<file path="config.mk">
export PLATFORM = sky130hd
export DESIGN_NAME = psu_front
export DESIGN_NICKNAME = d
export VERILOG_FILES = /design/src/design/psu_pkg.sv /design/src/design/psu_front.sv
export SDC_FILE = /design/constraint.sdc
export NUM_CORES = 1
export LEC_CHECK = 0
export ABC_AREA = 1
export BUFFER_PORTS_ARGS = -buffer_cell sky130_fd_sc_hd__clkbuf_2
export CAP_MARGIN = 30
export CORE_MARGIN = 10
export CORE_UTILIZATION = 30
export DETAILED_ROUTE_END_ITERATION = 10
export PLACE_DENSITY = 0.5
export SETUP_SLACK_MARGIN = 0.05
export SYNTH_ARGS = -nofsm -noshare
export SYNTH_HDL_FRONTEND = slang
export SYNTH_SLANG_ARGS = --single-unit
</file>
<file path="constraint.sdc">
create_clock -name aclk -period 3.3 [get_ports aclk]
set_input_delay 0.165 -clock aclk [delete_from_list [all_inputs] [get_ports aclk]]
set_output_delay 0.165 -clock aclk [all_outputs]
set_load 0.005 [all_outputs]
</file>
<file path="src/design/psu_pkg.sv">
`timescale 1ns / 1ps
// ----------------------------------------------------------------------------
// psu_pkg
// Types, limits and codes shared by the scanline unfilter modules.
// ----------------------------------------------------------------------------
package psu_pkg;

    // design limits
    localparam int MAX_ROW_BYTES       = 8192;
    localparam int MAX_BYTES_PER_PIXEL = 8;
    localparam int MAX_ROWS            = 8192;

    // field and register widths
    localparam int CFG_DATA_W  = 14;
    localparam int CFG_INDEX_W = 2;
    localparam int BPP_W       = 4;
    localparam int BYTE_W      = 8;

    // derived widths
    localparam int POS_W     = $clog2(MAX_ROW_BYTES + 1);
    localparam int IDX_W     = $clog2(MAX_ROW_BYTES);
    localparam int ROWPOS_W  = (MAX_ROWS > 1) ? $clog2(MAX_ROWS) : 1;
    localparam int BPP_SEL_W = (MAX_BYTES_PER_PIXEL > 1) ? $clog2(MAX_BYTES_PER_PIXEL) : 1;

    // configuration register indexes
    localparam logic [CFG_INDEX_W-1:0] CFG_ROW_BYTES = 2'd0;
    localparam logic [CFG_INDEX_W-1:0] CFG_BPP       = 2'd1;
    localparam logic [CFG_INDEX_W-1:0] CFG_ROW_COUNT = 2'd2;

    // filter type codes
    localparam logic [2:0] FILTER_NONE  = 3'd0;
    localparam logic [2:0] FILTER_SUB   = 3'd1;
    localparam logic [2:0] FILTER_UP    = 3'd2;
    localparam logic [2:0] FILTER_AVG   = 3'd3;
    localparam logic [2:0] FILTER_PAETH = 3'd4;

    // kind of work handed from front to back
    typedef enum logic {
        OP_DATA  = 1'b0,
        OP_ERROR = 1'b1
    } op_kind_t;

    // one classified word between front and back
    typedef struct packed {
        op_kind_t             kind;
        logic [BYTE_W-1:0]    raw;
        logic [IDX_W-1:0]     index;
        logic [2:0]           filter;
        logic [BPP_SEL_W-1:0] bpp_sel;
        logic                 left_ok;
        logic                 first_row;
        logic                 row_end;
        logic                 image_end;
    } op_t;

    localparam int QUEUE_DEPTH = 4;

endpackage

</file>
<file path="src/design/psu_front.sv">
`timescale 1ns / 1ps
// ----------------------------------------------------------------------------
// psu_front
// Holds the configuration, tracks byte and row position, latches the filter
// type and the error state, and turns accepted data bytes and invalid type bytes into ops outside the error state.
// ----------------------------------------------------------------------------
module psu_front import psu_pkg::*; (
    input  logic                   aclk,
    input  logic                   aresetn,
    // configuration write channel
    input  logic                   cfg_valid,
    output logic                   cfg_ready,
    input  logic [CFG_INDEX_W-1:0] cfg_index,
    input  logic [CFG_DATA_W-1:0]  cfg_data,
    // input stream
    input  logic                   s_tvalid,
    output logic                   s_tready,
    input  logic [BYTE_W-1:0]      s_raw,
    // to queue
    input  logic                   q_full,
    output logic                   q_push,
    output op_t                    q_op
);

    logic [CFG_DATA_W-1:0] row_bytes_reg;
    logic [BPP_W-1:0]      bpp_reg;
    logic [CFG_DATA_W-1:0] row_count_reg;

    logic [POS_W-1:0]    pos_reg,        pos_next;
    logic [ROWPOS_W-1:0] row_pos_reg,    row_pos_next;
    logic [2:0]          filter_reg,     filter_next;
    logic                first_row_reg,  first_row_next;
    logic                err_reg,        err_next;

    logic [POS_W-1:0]  len_eff;
    logic [BPP_W-1:0]  bpp_eff;
    logic [CFG_DATA_W-1:0] rows_eff;
    logic              accept;
    logic              last_in_row;
    logic              last_in_image;
    logic              emit;

    assign cfg_ready = 1'b1;
    assign s_tready  = !q_full;
    assign accept    = s_tvalid && s_tready;

    // register clamping: zero counts as one, large values saturate
    always_comb begin
        if (row_bytes_reg == '0) begin
            len_eff = POS_W'(1);
        end else if (32'(row_bytes_reg) > MAX_ROW_BYTES) begin
            len_eff = POS_W'(MAX_ROW_BYTES);
        end else begin
            len_eff = POS_W'(row_bytes_reg);
        end
        if (bpp_reg == '0) begin
            bpp_eff = BPP_W'(1);
        end else if (32'(bpp_reg) > MAX_BYTES_PER_PIXEL) begin
            bpp_eff = BPP_W'(MAX_BYTES_PER_PIXEL);
        end else begin
            bpp_eff = bpp_reg;
        end
        if (row_count_reg == '0) begin
            rows_eff = CFG_DATA_W'(1);
        end else if (32'(row_count_reg) > MAX_ROWS) begin
            rows_eff = CFG_DATA_W'(MAX_ROWS);
        end else begin
            rows_eff = row_count_reg;
        end
    end

    // row and image boundaries for the current data word
    assign last_in_row   = (pos_reg != '0) && (pos_reg >= len_eff);
    assign last_in_image = last_in_row && ((32'(row_pos_reg) + 32'd1) >= 32'(rows_eff));

    // classify the word and build the op
    always_comb begin
        emit          = 1'b0;
        q_op.kind     = OP_DATA;
        q_op.raw      = s_raw;
        q_op.index    = IDX_W'(pos_reg - POS_W'(1));
        q_op.filter   = filter_reg;
        q_op.bpp_sel  = BPP_SEL_W'(bpp_eff - BPP_W'(1));
        q_op.left_ok  = (32'(pos_reg) - 32'd1) >= 32'(bpp_eff);
        q_op.first_row = first_row_reg;
        q_op.row_end   = last_in_row;
        q_op.image_end = last_in_image;
        if (pos_reg == '0) begin
            if (!err_reg && (s_raw > BYTE_W'(FILTER_PAETH))) begin
                emit           = 1'b1;
                q_op.kind      = OP_ERROR;
                q_op.row_end   = 1'b0;
                q_op.image_end = 1'b0;
            end
        end else begin
            emit = !err_reg;
        end
    end

    assign q_push = accept && emit;

    // position, filter and error tracking
    always_comb begin
        pos_next       = pos_reg;
        row_pos_next   = row_pos_reg;
        filter_next    = filter_reg;
        first_row_next = first_row_reg;
        err_next       = err_reg;
        if (accept) begin
            if (pos_reg == '0) begin
                pos_next = POS_W'(1);
                if (!err_reg) begin
                    filter_next = s_raw[2:0];
                    if (s_raw > BYTE_W'(FILTER_PAETH)) begin
                        err_next = 1'b1;
                    end
                end
            end else if (last_in_row) begin
                pos_next = '0;
                if (last_in_image) begin
                    row_pos_next   = '0;
                    first_row_next = 1'b1;
                    err_next       = 1'b0;
                end else begin
                    row_pos_next   = row_pos_reg + ROWPOS_W'(1);
                    first_row_next = 1'b0;
                end
            end else begin
                pos_next = pos_reg + POS_W'(1);
            end
        end
    end

    always_ff @(posedge aclk) begin
        if (!aresetn) begin
            row_bytes_reg <= CFG_DATA_W'(1);
            bpp_reg       <= BPP_W'(1);
            row_count_reg <= CFG_DATA_W'(1);
            pos_reg       <= '0;
            row_pos_reg   <= '0;
            filter_reg    <= FILTER_NONE;
            first_row_reg <= 1'b1;
            err_reg       <= 1'b0;
        end else begin
            if (cfg_valid && cfg_ready) begin
                case (cfg_index)
                    CFG_ROW_BYTES: row_bytes_reg <= cfg_data;
                    CFG_BPP:       bpp_reg       <= cfg_data[BPP_W-1:0];
                    CFG_ROW_COUNT: row_count_reg <= cfg_data;
                    default: ;
                endcase
            end
            pos_reg       <= pos_next;
            row_pos_reg   <= row_pos_next;
            filter_reg    <= filter_next;
            first_row_reg <= first_row_next;
            err_reg       <= err_next;
        end
    end

endmodule

</file>
* After elaboration in Yosys (flattened, before gate mapping)
Cells that the tools add are included.
** Word-level totals
- Register bits :: 64
- Output and inout port bits :: 35
** Cells by class
- $add $sub $neg :: 6
- Magnitude comparators :: 7
- Equal/unequal tests :: 2
- Mux-type cells :: 20
- Bitwise logic cells :: 2
- Reduce and logical (&&, ||, !) cells :: 21
** Operators by type and width (count)
- 14-bit two-way mux :: 6
- 14-bit logical NOT :: 3
- 32-bit by 4-bit greater-or-equal comparator with 1-bit output :: 1
- 14-bit greater-or-equal comparator :: 2
- 14-bit greater-than comparator (second input constant) :: 2
- 14-bit by 1-bit subtractor with 15-bit output (second input constant) :: 1
- 13-bit by 1-bit adder with 14-bit output (second input constant) :: 1
- 14-bit by 1-bit adder with 14-bit output (second input constant) :: 1
- 14-bit nonzero test :: 1
- 13-bit by 1-bit adder with 13-bit output (second input constant) :: 1
- 13-bit two-way mux :: 1
- 13-bit by 1-bit subtractor with 13-bit output (second input constant) :: 1
- 1-bit two-way mux :: 9
- 3-bit AND reduction :: 3
- 8-bit by 3-bit greater-than comparator with 1-bit output (second input constant) :: 1
- 4-bit two-way mux :: 2
- 2-bit AND reduction :: 3
- 1-bit logical AND :: 5
- 4-bit greater-than comparator (second input constant) :: 1
- 4-bit logical NOT :: 1
- 2-bit two-way mux :: 2
- 2-bit nonzero test :: 2
- 3-bit by 1-bit subtractor with 3-bit output (second input constant) :: 1
- 2-bit by 1-bit == test with 1-bit output (second input constant) :: 1
- other kinds (4) :: 6

* Depth between registers and ports, before layout
- Word-level depth :: 9
- Mapped depth :: 20

* Worst setup path after synthesis
Ideal clock, no wire load.
- Path kind :: reg-to-reg
- From :: reg row_bytes_reg[0]
- To :: reg row_pos_reg[9]
- Arrival time :: 2.339 ns
- Setup slack :: 0.848 ns
- Stages on the path, launching flop included :: 20
- Path buffers :: 1
- Period minus slack after synthesis :: 2.452 ns
- Cell sequence :: dfxtp_1 -> nor4_1 -> nand4_1 -> nand2_1 -> clkbuf_1 -> nand2_1 -> ha_1 -> nand2_1 -> inv_1 -> nand2_2 -> nor2_2 -> inv_1 -> nor2_2 -> nor2_2 -> nor2_4 -> nand2_8 -> nand2_4 -> inv_2 -> nand2_1 -> nand2_1
** Between the ends
- Cells in the longest elaborated chain, start to end :: 7
- Elaborated cells on any way between the ends :: 9
- Classes of those cells :: order compare: 2; mux: 3; reduce/logical: 4
** RTL lines
- start: declaration :: RTL line psu_front.sv:25 : logic [CFG_DATA_W-1:0] row_bytes_reg;
- start signal: assignment :: RTL line psu_front.sv:147 : CFG_ROW_BYTES: row_bytes_reg <= cfg_data;
- 14-bit greater-than comparator :: RTL line psu_front.sv:51 : end else if (32'(row_bytes_reg) > MAX_ROW_BYTES) begin
- 14-bit two-way mux :: RTL line psu_front.sv:51
- 14-bit two-way mux (*) :: RTL line psu_front.sv:49 : if (row_bytes_reg == '0) begin
- 14-bit greater-or-equal comparator (*) :: RTL line psu_front.sv:73 : assign last_in_row = (pos_reg != '0) && (pos_reg >= len_eff);
- 1-bit logical AND (*) :: RTL line psu_front.sv:73
- 1-bit logical AND :: RTL line psu_front.sv:74 : assign last_in_image = last_in_row && ((32'(row_pos_reg) + 32'd1) >= 32'(rows_eff));
- 13-bit two-way mux :: RTL line psu_front.sv:120 : if (last_in_image) begin
- end signal: assignment :: RTL line psu_front.sv:154 : row_pos_reg <= row_pos_next;
- end: declaration :: RTL line psu_front.sv:30 : logic [ROWPOS_W-1:0] row_pos_reg, row_pos_next;
Mark *: on every way between the ends. The rest lies on a longest branch, timed or not.
A chain may end at the register's enable or synchronous reset.

==> summary.txt <==
Hold-fix buffer count after cts: 0
Gate Count Post-Synth: 626
Die area: 19500 µm²
Critical path's top delay family: simple AND/OR/NAND/NOR gates
Sw Share: 26.6%
Pwr Density: 421 nW/µm²
Net Sw Power: 0.562 mW
Setup Skew: 0.00502 ns
Final non-filler cell area: 5030 µm²
Area growth, synth to finish: 17.3%
Worst-path clk slew: 0.05 ns
DP HPWL: 9880 µm
Nets: 744
Worst path arrival time: 2.88 ns
Starting Density: 30.8%
I/O Buffers: 62
H-tree Lvls: 3
Slew headroom: 50.1%
Leakage: 2.39 nW
Max Cap Viol: 0
Synth Flop Type: dfxtp_1
Antenna diode count: 0
Largest stage delay, worst path: 0.38 ns
CP bufs+invs: 2
Setup violations, final: 0
Final period util: 92.3%
Vias per cell: 4.71
Die W: 140 µm
Clock network power share: 46.5%
Critical path's slowest cell: dfxtp_1
CP endpoint kind: output pin
Maximum clock insertion buffer count: 2
Gr ovfl total: 0
DRC violation count after routing: 0
CP Data Required Time: 3.13 ns
Die Y: 140 µm
Most frequent cells in the layout: nand2_1 (150), nor2_1 (76), inv_1 (71)
Startpoint type of the worst setup path: flip-flop
Pre-antenna DRT Iters: 4
Utilization after layout: 36.1%
Worst VDD drop: 0.248 mV
Syn nets: 692
Initial DRC count: 278
Comb pwr share: 14.9%
First-pass GRT wire length: 20000 µm
CP cell instances: ha_1, nand2_1, nor2_2, nand3_2, nor2_1, xor2_1, ha_1, nand2_1, inv_1, nand2_1, nand2_1, nand2_1, nand3_1, nor2_4, nor2_4, clkbuf_2
P_int: 1.55 mW
Achievable Freq: 328 MHz
EDFF count, synth: 0
Drt wl/cell: 14.1 µm
CTS tree: built
CTS buffer count: 9
FFs w/ async S/R, synth: 0%
# rows: 43
Pin count of the biggest net entering global routing: 39
Worst-Margin Slew: 0.748 ns
Initial antenna violation count: 0
Synth unique cells: 42
Ys Warns: 0
Sequential-to-total area share from yosys stat: 29.9%
Synth Register Bits: 64
Area after DPL: 4700 µm²
Status: complete, no violations
Fin. max-slew vios: 0
Root buffer cell: clkbuf_16
Largest fanout on the critical path: 9
RSZ-0062 raised after global routing: true
Reg power frac: 38.6%
Syn Area/Cell: 6.85 µm²
Gpl congestion: 0.850
Overall fraction of global-route tracks in use: 12.4%
Crit Path Category: flip-flop to output pin
Detail Route Antenna Nets: 0
Cell mode on critical path: nand2_1
Worst skew pair latency: 0.33 ns
CORE AREA: 13900 µm²
Share of cells above drive strength 1: 17.6%
Sum Neg Setup Slack: 0 ns
Clk sinks: 64
# IOs: 64
Final Hold Violating Endpoints: 0
Post-layout min period: 3.05 ns
Number of global-route vias before repair: 3917
Routed via count: 4064
Hold Path Class: input pin to flip-flop
Drt total wl: 12100 µm
Commonest non-fill, non-tap cell in the layout: nand2_1
Mapped Area: 4290 µm²
==> per-layer routing <==
metal  vias up  part of all wire (%)  GRT usage, %  routed length [µm]
li1       2107                     -             -                   -
met1      1831                    51          16.9                6160
met2       114                    42          18.3                5110
met3        12                   5.8          3.54                 700
met4         0                   1.2          4.40                 149
met5         -                     0             0                   0
==> final timing paths <==
check / from / endpoint / slack [ns] / cells past startpoint
max: row_pos_reg[1]$_SDFFE_PN0P_ / q_op[0] / 0.25 / 16
min: cfg_data[8] / row_count_reg[8]$_SDFFE_PN0P_ / 0.09 / 3
max reg2reg: row_pos_reg[1]$_SDFFE_PN0P_ / row_pos_reg[11]$_SDFFE_PN0P_ / 0.44 / 18
min reg2reg: filter_reg[1]$_SDFFE_PN0P_ / filter_reg[1]$_SDFFE_PN0P_ / 0.45 / 2
==> cells in the mapped netlist, types with 2 or more instances <==
cell type | n | area (µm²)
nand3_1 | 27 | 135
a21o_1 | 2 | 15.0
nand2_4 | 2 | 22.5
or2_2 | 2 | 12.5
inv_1 | 71 | 267
inv_4 | 2 | 12.5
dfxtp_1 | 64 | 1280
buf_4 | 11 | 82.6
nand4_1 | 10 | 62.6
nor2_4 | 4 | 45.0
clkbuf_1 | 7 | 26.3
nor4_1 | 5 | 31.3
o21ai_0 | 38 | 190
nor3b_1 | 2 | 15.0
a21oi_1 | 34 | 170
nor2_2 | 12 | 75.1
nand2_1 | 150 | 563
xnor2_1 | 5 | 43.8
buf_2 | 2 | 10.0
nand3_2 | 4 | 40.0
nor3_1 | 13 | 65.1
inv_2 | 4 | 15.0
ha_1 | 37 | 463
nand2_2 | 3 | 18.8
nor2_1 | 76 | 285
nor3_2 | 3 | 30.0
buf_1 | 2 | 7.51
xor2_1 | 20 | 175
==> timing repair <==
action                                  CTS  global route
endpoints found under the setup margin    0             8
setup buffers                             0             0
gates resized for setup                   0             5
==> power groups by stage <==
| stage | registers (mW) | logic [mW] | clock network (mW) |
|---|---|---|---|
| after CTS | 0.817 | 0.317 | 1.01 |
| after global routing | 0.820 | 0.362 | 1.04 |
| after floorplan | 0.827 | 0.211 | 0 |
| after detailed placement | 0.833 | 0.316 | 0 |
| final | 0.817 | 0.315 | 0.983 |
| after global placement | 0.833 | 0.313 | 0 |
==> cell families (layout without fill, tap and decap cells) <==
family | after synthesis | count (layout) | synth area share (%)
xor gates and xnor gates | 25 | 25 | 5.11
AOI/OAI and AO/OA | 78 | 78 | 9.40
buffers and inverters | 100 | 156 | 9.89
and+or+nand+nor | 321 | 321 | 34.8
DFF | 64 | 64 | 29.9
other | 1 | 1 | 0.0875
adders and majority gates | 37 | 37 | 10.8
==> final cells by class <==
cell class | instances | area, µm²
Clock buffer | 13 | 270
Clock inverter | 2 | 37.5
Fill cell | 1473 | 8900
Inverter | 78 | 298
Multi-Input combinational cell | 462 | 2600
Sequential cell | 64 | 1280
Tap cell | 180 | 225
Timing Repair Buffer | 63 | 318
==> stage by stage <==
step           setup slack (ns)  instances  hold WS (ns)  power (mW)
4_1_cts                  0.0523        862        0.0786        2.14
3_3_place_gp              0.357        847         0.428        1.15
5_1_grt                 -0.0144        862        0.0900        2.22
3_5_place_dp              0.254        847         0.435        1.15
6_report                  0.254        862        0.0931        2.12
2_1_floorplan             0.848        626         0.278        1.04
==> worst register-to-register path: stages (launching register included) <==
cell and delay [ns]:
dfxtp_1 0.38, ha_1 0.20, nand2_1 0.07, nor2_2 0.17, nand3_2 0.14, nor2_1 0.14, xor2_1 0.28, ha_1 0.28
nand2_1 0.08, inv_1 0.04, nand2_1 0.05, nand2_1 0.05, nand2_1 0.06, nand3_1 0.12, nor2_4 0.26, nor2_4 0.09
nor2_4 0.17, nand3_1 0.11, nand2_1 0.10
Note: power is estimated with default switching activity, not from simulation.
