<file path="src/design/psu_pkg.sv">
`timescale 1ns / 1ps
// ----------------------------------------------------------------------------
// psu_pkg
// Types, limits and codes shared by the scanline unfilter modules.
// ----------------------------------------------------------------------------
package psu_pkg;

    // design limits
    localparam int MAX_ROW_BYTES       = 8192;
    localparam int MAX_BYTES_PER_PIXEL = 8;
    localparam int MAX_ROWS            = 8192;

    // field and register widths
    localparam int CFG_DATA_W  = 14;
    localparam int CFG_INDEX_W = 2;
    localparam int BPP_W       = 4;
    localparam int BYTE_W      = 8;

    // derived widths
    localparam int POS_W     = $clog2(MAX_ROW_BYTES + 1);
    localparam int IDX_W     = $clog2(MAX_ROW_BYTES);
    localparam int ROWPOS_W  = (MAX_ROWS > 1) ? $clog2(MAX_ROWS) : 1;
    localparam int BPP_SEL_W = (MAX_BYTES_PER_PIXEL > 1) ? $clog2(MAX_BYTES_PER_PIXEL) : 1;

    // configuration register indexes
    localparam logic [CFG_INDEX_W-1:0] CFG_ROW_BYTES = 2'd0;
    localparam logic [CFG_INDEX_W-1:0] CFG_BPP       = 2'd1;
    localparam logic [CFG_INDEX_W-1:0] CFG_ROW_COUNT = 2'd2;

    // filter type codes
    localparam logic [2:0] FILTER_NONE  = 3'd0;
    localparam logic [2:0] FILTER_SUB   = 3'd1;
    localparam logic [2:0] FILTER_UP    = 3'd2;
    localparam logic [2:0] FILTER_AVG   = 3'd3;
    localparam logic [2:0] FILTER_PAETH = 3'd4;

    // kind of work handed from front to back
    typedef enum logic {
        OP_DATA  = 1'b0,
        OP_ERROR = 1'b1
    } op_kind_t;

    // one classified word between front and back
    typedef struct packed {
        op_kind_t             kind;
        logic [BYTE_W-1:0]    raw;
        logic [IDX_W-1:0]     index;
        logic [2:0]           filter;
        logic [BPP_SEL_W-1:0] bpp_sel;
        logic                 left_ok;
        logic                 first_row;
        logic                 row_end;
        logic                 image_end;
    } op_t;

    localparam int QUEUE_DEPTH = 4;

endpackage

</file>
<file path="src/design/psu_queue.sv">
`timescale 1ns / 1ps
// ----------------------------------------------------------------------------
// psu_queue
// Short queue of ops between the front and the back.
// ----------------------------------------------------------------------------
module psu_queue import psu_pkg::*; (
    input  logic aclk,
    input  logic aresetn,
    input  logic push,
    input  op_t  push_op,
    input  logic pop,
    output op_t  head_op,
    output logic full,
    output logic empty
);

    localparam int PTR_W = $clog2(QUEUE_DEPTH);
    localparam int CNT_W = $clog2(QUEUE_DEPTH + 1);

    op_t              slots_reg [QUEUE_DEPTH];
    logic [PTR_W-1:0] wr_ptr_reg;
    logic [PTR_W-1:0] rd_ptr_reg;
    logic [CNT_W-1:0] count_reg;
    logic             do_push;
    logic             do_pop;

    assign full    = (count_reg == CNT_W'(QUEUE_DEPTH));
    assign empty   = (count_reg == '0);
    assign do_push = push && !full;
    assign do_pop  = pop && !empty;
    assign head_op = slots_reg[rd_ptr_reg];

    // pointers and fill count
    always_ff @(posedge aclk) begin
        if (!aresetn) begin
            wr_ptr_reg <= '0;
            rd_ptr_reg <= '0;
            count_reg  <= '0;
        end else begin
            if (do_push) begin
                wr_ptr_reg <= wr_ptr_reg + PTR_W'(1);
            end
            if (do_pop) begin
                rd_ptr_reg <= rd_ptr_reg + PTR_W'(1);
            end
            if (do_push && !do_pop) begin
                count_reg <= count_reg + CNT_W'(1);
            end else if (do_pop && !do_push) begin
                count_reg <= count_reg - CNT_W'(1);
            end
        end
    end

    // slot storage
    always_ff @(posedge aclk) begin
        if (do_push) begin
            slots_reg[wr_ptr_reg] <= push_op;
        end
    end

endmodule

</file>
<file path="config.mk">
export PLATFORM = sky130hd
export DESIGN_NAME = psu_queue
export DESIGN_NICKNAME = d
export VERILOG_FILES = /design/src/design/psu_pkg.sv /design/src/design/psu_queue.sv
export SDC_FILE = /design/constraint.sdc
export NUM_CORES = 1
export LEC_CHECK = 0
export BUFFER_PORTS_ARGS = -buffer_cell sky130_fd_sc_hd__buf_2
export CAP_MARGIN = 20
export CELL_PAD_IN_SITES_DETAIL_PLACEMENT = 1
export CELL_PAD_IN_SITES_GLOBAL_PLACEMENT = 2
export CORE_ASPECT_RATIO = 0.75
export CORE_MARGIN = 2
export CORE_UTILIZATION = 40
export DETAILED_ROUTE_END_ITERATION = 16
export PLACE_DENSITY_LB_ADDON = 0.1
export SYNTH_ARGS = -nofsm -noshare
export SYNTH_HDL_FRONTEND = slang
export SYNTH_SLANG_ARGS = --single-unit
</file>
<file path="constraint.sdc">
create_clock -name aclk -period 2.5 [get_ports aclk]
set_input_delay 0 -clock aclk [delete_from_list [all_inputs] [get_ports aclk]]
set_output_delay 0 -clock aclk [all_outputs]
set_load 0.02 [all_outputs]
</file>
* Word-level counts from Yosys, hierarchy flattened
Memories as Yosys holds them, arrays and structs flattened. A register that Yosys moved wholly into a read port is not among the register bits. Index checks and enable logic that the tools add are counted.
Storage, ports and cells: register bits after elaboration 7, bits in writable memories 128, input bits 36, output and inout port bits 34, logic and storage cells 25, memories kept 1
Operators by class: add/subtract/negate cells 4, equality and inequality tests 1, multiplexer cells 6, reduce and logical (&&, ||, !) cells 10
Memories:
- slots_reg | words 4, bits a word 32, read ports 1, clocked after Yosys merged registers in 1, wr ports 1, RTL line psu_queue.sv:20 | op_t slots_reg [QUEUE_DEPTH];
Operators with widths (count):
- two-way mux 3 bit | 2
- adder 2 x 1 -> 2 bit, second input constant | 2
- logical AND 1 bit | 4
- zero test 1 bit | 4
- two-way mux 2 bit | 2
- adder 3 x 1 -> 3 bit, second input constant | 1
- == test 3 bit, second input constant | 1
- zero test 3 bit | 1
- subtractor 3 x 1 -> 3 bit, second input constant | 1
- two-way mux 1 bit | 2
- nonzero test 2 bit | 1

* Depth between registers and ports, before layout
Gate-level depths: netlist (run 1).
depth after elaboration 7, mapped depth 9, depth with buffers taken out 8

* Worst setup path before layout (run 1)
Ideal clock, no wire load.
kind reg-to-reg, start register count_reg[0], end register count_reg[2], library setup time 76 ps, arrival time 2011 ps, required time 2424 ps, setup slack 413 ps, cell stages (with the launch flop) 10, path buffers 1, period minus slack after synthesis 2087 ps, cells stage by stage dfxtp_1 > nor3b_2 > nor2b_1 > buf_6 > ha_1 > inv_1 > fa_1 > xor2_1 > or3_1 > a21boi_0
Between the ends: longest elaborated chain between the ends 6, elaborated cells on any way between the ends 15, those cells by class add/sub (2); eq/ne (1); mux (2); reduce/logical (10)
Ends and longest elaborated chain:
- start: declaration | RTL line psu_queue.sv:23 | logic [CNT_W-1:0] count_reg;
- start signal: assignment | RTL line psu_queue.sv:47 | count_reg <= count_reg + CNT_W'(1);
- start signal: assignment | RTL line psu_queue.sv:49 | count_reg <= count_reg - CNT_W'(1);
- == test 3 bit (*) | RTL line psu_queue.sv:27 | assign full = (count_reg == CNT_W'(QUEUE_DEPTH));
- named net full | RTL line psu_queue.sv:13 | output logic full,
- zero test 1 bit (*) | RTL line psu_queue.sv:29 | assign do_push = push && !full;
- logical AND 1 bit (*) | RTL line psu_queue.sv:29
- named net do_push | RTL line psu_queue.sv:24 | logic do_push;
- zero test 1 bit | RTL line psu_queue.sv:48 | end else if (do_pop && !do_push) begin
- logical AND 1 bit | RTL line psu_queue.sv:48
- nonzero test 2 bit (no line)
The timed path passes the listed nets; every way through them passes the cells marked *. The select of a mux whose other input is x is not followed. A chain may end at the register's enable or synchronous reset.

* Final worst setup path (run 1)
start register count_reg[0], end register count_reg[2]
Between the ends: longest elaborated chain between the ends 6, elaborated cells on any way between the ends 15, those cells by class add/sub (2); eq/ne (1); mux (2); reduce/logical (10)
Ends and longest elaborated chain:
- parallel branches: the longest is 6 deep, another holds subtractor 3 x 1 -> 3 bit
Several ways; the timed one is not identified. The select of a mux whose other input is x is not followed.

==> results of run 1 <==
-- Yosys cell counts, drive strengths merged --
master | instances | area [um2]
mux4 | 32 | 728
or3 | 1 | 6.26
a21boi | 1 | 7.51
nor2b | 2 | 12.5
inv | 3 | 11.3
ha | 5 | 62.6
xnor2 | 3 | 26.3
o21ai | 1 | 5.00
o311ai | 1 | 8.76
nand2 | 4 | 15.0
o31ai | 1 | 12.5
clkbuf | 1 | 3.75
nor3 | 1 | 5.00
edfxtp | 128 | 3840
dfxtp | 9 | 180
fa | 1 | 20.0
and2 | 8 | 50.1
nor3b | 1 | 12.5
mux2i | 3 | 30.0
buf | 8 | 97.6
xor2 | 1 | 8.76
-- final cells by class --
| class | instances | area [um2] |
|---|---|---|
| fill | 1160 | 5830 |
| multi-input combinational | 66 | 1020 |
| timing repair buffer | 111 | 793 |
| clock inverter | 14 | 126 |
| tap | 166 | 208 |
| sequential | 137 | 4030 |
| inverter | 3 | 11.3 |
| clock buffer | 18 | 429 |
-- where the power goes --
part,switching [mW],leakage [nW],internal [mW]
sequential,0.164,1.25,2.79
combinational,0.871,0.781,0.779
clock,0.937,0.270,1.37
-- cell families (layout without fill, tap and decap cells) --
group                    count (synthesis)  count (layout)  synth area share, %
AO/OA/AOI/OAI                            4               4                0.656
XOR/XNOR                                 4               4                0.681
adder cells (fa/ha/maj)                  6               6                 1.60
buffers and inverters                   12             146                 2.19
flip-flops                             137             137                 78.2
multiplexers                            35              35                 14.7
AND/OR/NAND/NOR                         17              17                 1.97
-- per-layer routing --
metal | up-vias | track usage, % | wire length, um
li1 | 1139 | - | -
met1 | 1258 | 19.1 | 4210
met2 | 51 | 24.6 | 4620
met3 | 10 | 3.72 | 322
met4 | 0 | 6.01 | 102
met5 | - | 0 | 0
-- stage by stage --
| step | setup slack, ns | area (um2) | hold slack [ns] | std cells |
|---|---|---|---|---|
| 3_3_place_gp | 0.474 | 5720 | 0.217 | 450 |
| 4_1_cts | 0.381 | 6610 | 0.0366 | 515 |
| 5_1_grt | 0.154 | 6610 | 0.0558 | 515 |
| 3_5_place_dp | 0.408 | 5720 | 0.222 | 450 |
| 6_report | 0.388 | 6610 | 0.0468 | 515 |
| 2_1_floorplan | 0.413 | 5150 | 0.0989 | 215 |
-- worst min-delay path, stage by stage --
cell and delay (ns):
buf_2 0.11, o31ai_2 0.07, xnor2_1 0.07, and2_1 0.15
-- final timing paths --
| path | end | slack, ns | cells after the start |
|---|---|---|---|
| worst max-delay path | count_reg[2] | 0.39 | 8 |
| worst min-delay path | register | 0.05 | 4 |
| worst max register to register | count_reg[2] | 0.39 | 8 |
| worst min register to register | wr_ptr_reg[0] | 0.52 | 2 |
==> qor.yml, run 1 <==
outcome: "complete, no violations"
drc: 0
largest_register_ffs: 128
gp_congestion: 0.690
io_buffers: 69
grt_pass1_wl_um: 14700
dp_hpwl_um: 5440
dr.pass1.iters: 4
cp.arrival_ns: 2.44
antenna_found_initial: 0
cts_resized: 0
io_pins: 70
synth_seq_cells: 137
layout_commonest_cell: "edfxtp_1"
crit_fanout: 6
initial_core_util_pct: 41.4
core_mm2: 0.0124
end_kind: "register"
crit_slowest_cell: "dfxtp_1"
yosysUniqueCellTypes: 24
startpoint_type: "register"
post-route-util_pct: 53.1
clock_latency_ns: 0.41
synth_area_mm2: 0.00515
wl_per_cell_um: 18.0
cts_buffers: 17
postSynthCellCount: 215
fin_crit_sh_pct: 84.5
synth.avg_cell_area_um2: 23.9
worstHoldStart: "pop"
finalClockSkew_ns: 0.00801
cpPeakStageDelay_ns: 0.50
hold_buffers: 33
crit_family: "adder cells"
numClockSinks: 137
clockBufferDepth: 2
dieHeight_um: 102
htreeDepth: 4
drt-total-wl_um: 9260
power_mw: 6.91
drive_gt1_share_pct: 42.1
antenna_cells: 0
synth_fp_nets: 257
vias: 2458
grt-ovfl-total: 0
track_usage_pct: 14.9
viasPerCell: 4.77
area_growth_pct: 28.4
synth_warnings: 0
dieWidth_um: 135
yosysSeqAreaShare_pct: 78.2
vdd_drop_max_v: 0.000496
max-cap-violations: 0
grt_pass1_vias: 2677
final_cell_mix: "edfxtp_1 (128), buf_2 (69), dlygate4sd3_1 (33)"
crit_required_ns: 2.83
cellLeakagePower_nw: 2.30
hold_class: "primary input to register"
path_clk_slew_ns: 0.06
worst-setup-path-type: "register to register"
worstMarginPinSlew_ns: 0.484
cts_root_buf: "clkbuf_16"
fp-row-count: 35
p_per_area_mw_per_mm2: 1050
fin_tns_setup_ns: 0
min_period_ns: 2.11
die-area_mm2: 0.0138
setup_viol: 0
nets: 378
slew_violations: 0
max_slew_margin_pct: 67.7
rsz0062_at_grt: "false"
crit_start: "count_reg[0]"
cts_tree: "yes"
drtAntennaViolNets: 0
crit_buf_inv: 1
drt_first_iter_violations: 149
r2r-start: "count_reg[0]"
path_cells: "nor3b_2 > nor2b_1 > ha_1 > inv_1 > fa_1 > xor2_1 > or3_1 > a21boi_0"
postCtsSetupBuffers: 0
grt_max_degree: 33
hold_viol: 0
max_freq_ghz: 0.474
(Power assumes the default switching activity.)
==> inputs of run 2 (changes only) <==
--- a/config.mk
+++ b/config.mk
@@ -5,13 +5,14 @@
 export SDC_FILE = /design/constraint.sdc
 export NUM_CORES = 1
 export LEC_CHECK = 0
+export ABC_AREA = 1
 export BUFFER_PORTS_ARGS = -buffer_cell sky130_fd_sc_hd__buf_2
 export CAP_MARGIN = 20
 export CELL_PAD_IN_SITES_DETAIL_PLACEMENT = 1
 export CELL_PAD_IN_SITES_GLOBAL_PLACEMENT = 2
 export CORE_ASPECT_RATIO = 0.75
 export CORE_MARGIN = 2
-export CORE_UTILIZATION = 40
+export CORE_UTILIZATION = 36
 export DETAILED_ROUTE_END_ITERATION = 16
 export PLACE_DENSITY_LB_ADDON = 0.1
 export SYNTH_ARGS = -nofsm -noshare
==> constraint.sdc (replaced) <==
create_clock -name aclk -period 1.8 [get_ports aclk]
set_input_delay 0 -clock aclk [delete_from_list [all_inputs] [get_ports aclk]]
set_output_delay 0 -clock aclk [all_outputs]
set_load 0.02 [all_outputs]
==> qor.yml, run 2 <==
postSynthCellCount: 379
cellLeakagePower_nw: 2.53
cts_buffers: 17
track_usage_pct: 16.5
dieHeight_um: 109
yosysSeqAreaShare_pct: 76.4
synth-edff-count: 128
startpoint_type: "register"
synth.avg_cell_area_um2: 13.9
hold_class: "primary input to register"
yosys.cell_count.top_type: "edfxtp_1"
crit_fanout: 19
max_slew_margin_pct: 80.8
io_buffers: 69
largest_register_ffs: 128
ys.flop_type: "edfxtp_1"
gp_congestion: 0.721
clock_latency_ns: 0.42
pwr-share-comb_pct: 27.4
grt-ovfl-total: 0
path_cells: "buf_4 > o21ai_0 > o22ai_1 > buf_2"
crit_buf_inv: 2
drt_first_iter_violations: 155
clkPwrFrac_pct: 33.1
crit_required_ns: 1.80
seq_power_share_pct: 39.5
cpPeakStageDelay_ns: 0.41
setup_viol: 0
worst-setup-path-type: "register to output port"
grt_pass1_wl_um: 19000
layout_commonest_cell: "edfxtp_1"
crit_family: "buffers and inverters"
final_cell_mix: "edfxtp_1 (128), nor2_1 (73), buf_2 (69)"
grt_pass1_vias: 3554
synth_common_cells: "edfxtp_1 (128), nor2_1 (77), o21ai_0 (37)"
grt_max_degree: 65
hold_viol: 0
core_mm2: 0.0144
end_kind: "output port"
fp-row-count: 38
intPower_mw: 7.01
synth_top_cell_by_area: "edfxtp_1"
synth_fp_nets: 421
htreeDepth: 4
dieWidth_um: 144
rsz0062_at_grt: "true"
viasPerCell: 4.74
drive_gt1_share_pct: 25.3
dr.pass1.iters: 4
antenna_found_initial: 0
cts_tree: "yes"
synth_seq_cells: 137
drtAntennaViolNets: 0
path_clk_slew_ns: 0.06
p_per_area_mw_per_mm2: 1470
synth-async-reset-ratio_pct: 0
max_freq_ghz: 0.574
initial_core_util_pct: 36.6
cts_root_buf: "clkbuf_16"
multiInputGateArea_mm2: 0.00106
nets: 547
postCtsSetupBuffers: 0
dp_hpwl_um: 7310
finalClockSkew_ns: 0.00716
outcome: "complete, no violations"
wl_per_cell_um: 17.5
area_growth_pct: 32.0
min_period_ns: 1.74
stdcell_count: 717
vdd_drop_max_v: 0.000692
fin_tns_setup_ns: 0
vias: 3401
drc: 0
synth_top_area_share_pct: 72.9
crit_slowest_cell: "dfxtp_1"
slew_violations: 0
p_sw_share_pct: 31.6
die-area_mm2: 0.0156
cp.arrival_ns: 1.74
n_fill_cell: 1489
clockBufferDepth: 2
yosysUniqueCellTypes: 22
drt-total-wl_um: 12500
regArea_mm2: 0.00404
p_switching_mw: 3.24
fin_crit_sh_pct: 96.8
io_pins: 70
antenna_cells: 0
worstMarginPinSlew_ns: 0.288
synth_warnings: 0
synth_area_leaders: "edfxtp_1 (73%), nor2_1 (5.5%), o22ai_1 (3.8%)"
synth_area_mm2: 0.00527
max-cap-violations: 0
numClockSinks: 137
placedCellCount: 649
-- run 2: cell count changes in the layout (fill, tap and decap cells not counted), moves of 8 or more --
cell	before	now
o21ai_1	0	28
inv_1	3	16
mux4_2	30	0
nand2_1	4	12
o21ai_0	1	37
nor2_1	0	73
o22ai_1	0	31
buf_4	5	14
-- run 2: layout make-up --
type / instances / share of cell area (%)
Sequential cell: 137 / 58.0
Clock buffer: 21 / 6.33
Tap cell: 200 / 3.60
Inverter: 18 / 1.19
Clock inverter: 10 / 1.83
Multi-Input combinational cell: 205 / 15.3
Timing Repair inverter: 1 / 0.126
Timing Repair Buffer: 125 / 13.6
-- run 2: stage by stage --
stage	setup WS, ns	area, um2	hold slack (ns)	power [mW]	util (%)
6_report	0.0582	6960	0.335	10.2	48.3
5_1_grt	-0.0181	6960	0.328	10.8	48.3
4_1_cts	-0.00301	6890	0.317	10.2	47.8
3_5_place_dp	0.0206	5960	0.224	6.76	41.4
3_3_place_gp	0.0882	5960	0.217	6.71	41.4
2_1_floorplan	-0.106	5280	0.0989	5.80	-
-- run 2: final timing paths --
| path | slack (ns) | cells after the start | startpoint | end |
|---|---|---|---|---|
| worst max-delay path | 0.06 | 4 | register | head_op[0] |
| worst min-delay path | 0.34 | 2 | push_op[18] | slots_reg[0][18] |
| worst max register to register | 0.10 | 9 | count_reg[1] | count_reg[1] |
| worst min register to register | 0.51 | 2 | rd_ptr_reg[0] | rd_ptr_reg[0] |
-- run 2: what timing repair did --
action | CTS | global route
endpoints found under the hold margin | 137 | 0
gates resized for setup | 2 | 11
setup endpoints to repair | 3 | 8
hold buffers | 35 | 0
cloned | 0 | 2
-- run 2: routing by layer --
layer  routed length (um)  global-route usage [%]
met5                    0                       0
met4                  178                    6.93
met3                  393                    4.13
met2                 5790                    26.4
met1                 6160                    21.6
-- run 2: cells by family (layout without fill, tap and decap cells) --
logic type	after synthesis	in the layout	share of synthesized area, %
XOR/XNOR	1	1	0.166
adder cells (fa/ha/maj)	6	6	1.57
flip-flops	137	137	76.4
buffers and inverters	37	175	4.42
AO/OA/AOI/OAI	100	100	10.3
AND/OR/NAND/NOR	98	98	7.24
-- run 2: power by group through the flow --
stage	Clock [mW]	Sequential, mW	Combinational [mW]
6_report	3.39	4.05	2.80
4_1_cts	3.47	4.01	2.76
5_1_grt	3.59	4.08	3.10
2_1_floorplan	0	4.04	1.76
3_3_place_gp	0	4.06	2.64
3_5_place_dp	0	4.07	2.69
==> inputs of run 3 (changes only) <==
--- a/config.mk
+++ b/config.mk
@@ -14,7 +14,7 @@
 export CORE_MARGIN = 2
 export CORE_UTILIZATION = 36
 export DETAILED_ROUTE_END_ITERATION = 16
-export PLACE_DENSITY_LB_ADDON = 0.1
+export PLACE_DENSITY = 0.8
 export SYNTH_ARGS = -nofsm -noshare
 export SYNTH_HDL_FRONTEND = slang
 export SYNTH_SLANG_ARGS = --single-unit
==> qor.yml, run 3 (same netlist as run 2, synthesis figures left out) <==
outcome: "complete, no violations"
setup_viol: 0
placedCellCount: 642
path_cells: "inv_2 > buf_4 > o21ai_1 > o22ai_1 > buf_2"
slew_violations: 0
numClockSinks: 137
design_area_mm2: 0.00694
fp-row-count: 38
post-route-util_pct: 48.2
dr.pass1.iters: 4
cts_tree: "yes"
max-cap-violations: 0
hold_class: "primary input to register"
cellLeakagePower_nw: 2.52
antenna_cells: 0
crit_fanout: 11
largest_register_ffs: 128
p_per_area_mw_per_mm2: 1500
fin_crit_sh_pct: 97.1
vias: 3467
drc: 0
finalClockSkew_ns: 0.00374
crit_required_ns: 1.80
dieWidth_um: 144
max_slew_margin_pct: 79.3
wl_per_cell_um: 17.3
crit_family: "buffers and inverters"
gp_congestion: 0.698
path_clk_slew_ns: 0.06
fin_hold_ws_ns: 0.349
nets: 539
crit_buf_inv: 3
drt-total-wl_um: 12300
dieHeight_um: 109
htreeDepth: 4
hold_viol: 0
crit_slowest_cell: "dfxtp_1"
clockBufferDepth: 2
layout_commonest_cell: "edfxtp_1"
clock_latency_ns: 0.41
cts_root_buf: "clkbuf_16"
cts_buffers: 17
drt_first_iter_violations: 175
fin_tns_setup_ns: 0
grt_pass1_wl_um: 18600
vdd_drop_max_v: 0.000756
die-area_mm2: 0.0156
antenna_found_initial: 0
io_buffers: 69
track_usage_pct: 16.2
rsz0062_at_grt: "true"
viasPerCell: 4.88
stdcell_count: 710
rrSetupSlack_ns: 0.09
end_kind: "output port"
placed_area_mm2: 0.00590
n_fill_cell: 1477
grt_max_degree: 65
initial_core_util_pct: 36.6
grt_pass1_vias: 3643
max_freq_ghz: 0.572
cpPeakStageDelay_ns: 0.33
startpoint_type: "register"
area_growth_pct: 31.7
core_mm2: 0.0144
cp.arrival_ns: 1.75
io_pins: 70
worst-setup-path-type: "register to output port"
dp_hpwl_um: 7120
grt-ovfl-total: 0
drtAntennaViolNets: 0
worstMarginPinSlew_ns: 0.310
min_period_ns: 1.75
drive_gt1_share_pct: 25.1
final_cell_mix: "edfxtp_1 (128), nor2_1 (73), buf_2 (69)"
-- run 3: changes by cell type in the layout (fill, tap and decap cells not counted), moves of 2 or more --
cell	previous run	this run
buf_4	14	6
clkbuf_1	4	1
buf_6	0	2
bufinv_16	3	5
-- run 3: per-layer routing --
layer	track usage [%]	up-vias	part of all wire (%)
met1	20.5	1732	44
met3	5.05	6	5.6
met2	26.6	102	50
met4	5.67	0	0.55
li1	-	1627	-
met5	0	-	0
-- run 3: final timing paths --
kind | from | to | cells after the start
min | push_op[18] | slots_reg[3][18] | 2
max reg2reg | count_reg[1] | count_reg[1] | 9
min reg2reg | rd_ptr_reg[0] | rd_ptr_reg[0] | 2
max | register | head_op[31] | 5
-- run 3: area by class of cell --
class / instances / area [um2] / share of cell area, %
clock buffer: 18 / 429 / 6.18
clock inverter: 14 / 204 / 2.94
inverter: 18 / 80.1 / 1.15
multi-input combinational: 205 / 1070 / 15.4
sequential: 137 / 4040 / 58.1
tap: 200 / 250 / 3.60
timing repair buffer: 117 / 863 / 12.4
timing repair inverter: 1 / 8.76 / 0.126
-- run 3: repair_timing --
item	in CTS	in global routing
cloned	0	1
hold endpoints to repair	137	0
pin swaps	0	0
endpoints found under the setup margin	4	8
hold buffers	35	0
resized for setup	2	14
buffers inserted	0	0
-- run 3: through the flow --
stage          total power [mW]  setup WS [ns]
2_1_floorplan              5.80         -0.106
3_3_place_gp               6.60         0.0756
3_5_place_dp               6.69       -0.00416
4_1_cts                    10.5       -0.00163
5_1_grt                    11.0        -0.0144
6_report                   10.4         0.0523
-- run 3: report_power, final --
| group | leakage, nW | switching, mW | internal (mW) |
|---|---|---|---|
| Sequential | 1.25 | 0.158 | 3.89 |
| Clock | 0.302 | 1.24 | 2.44 |
| Combinational | 0.965 | 1.82 | 0.890 |
-- run 3: worst reg2reg max path, cell delays in order, from the launching register on --
cell     delay [ns]
dfxtp_4        0.36
nor2_4         0.12
nand2_2        0.07
nand2_2        0.06
inv_1          0.07
ha_1           0.21
inv_1          0.09
fa_2           0.43
o21ai_1        0.14
nor2_1         0.06
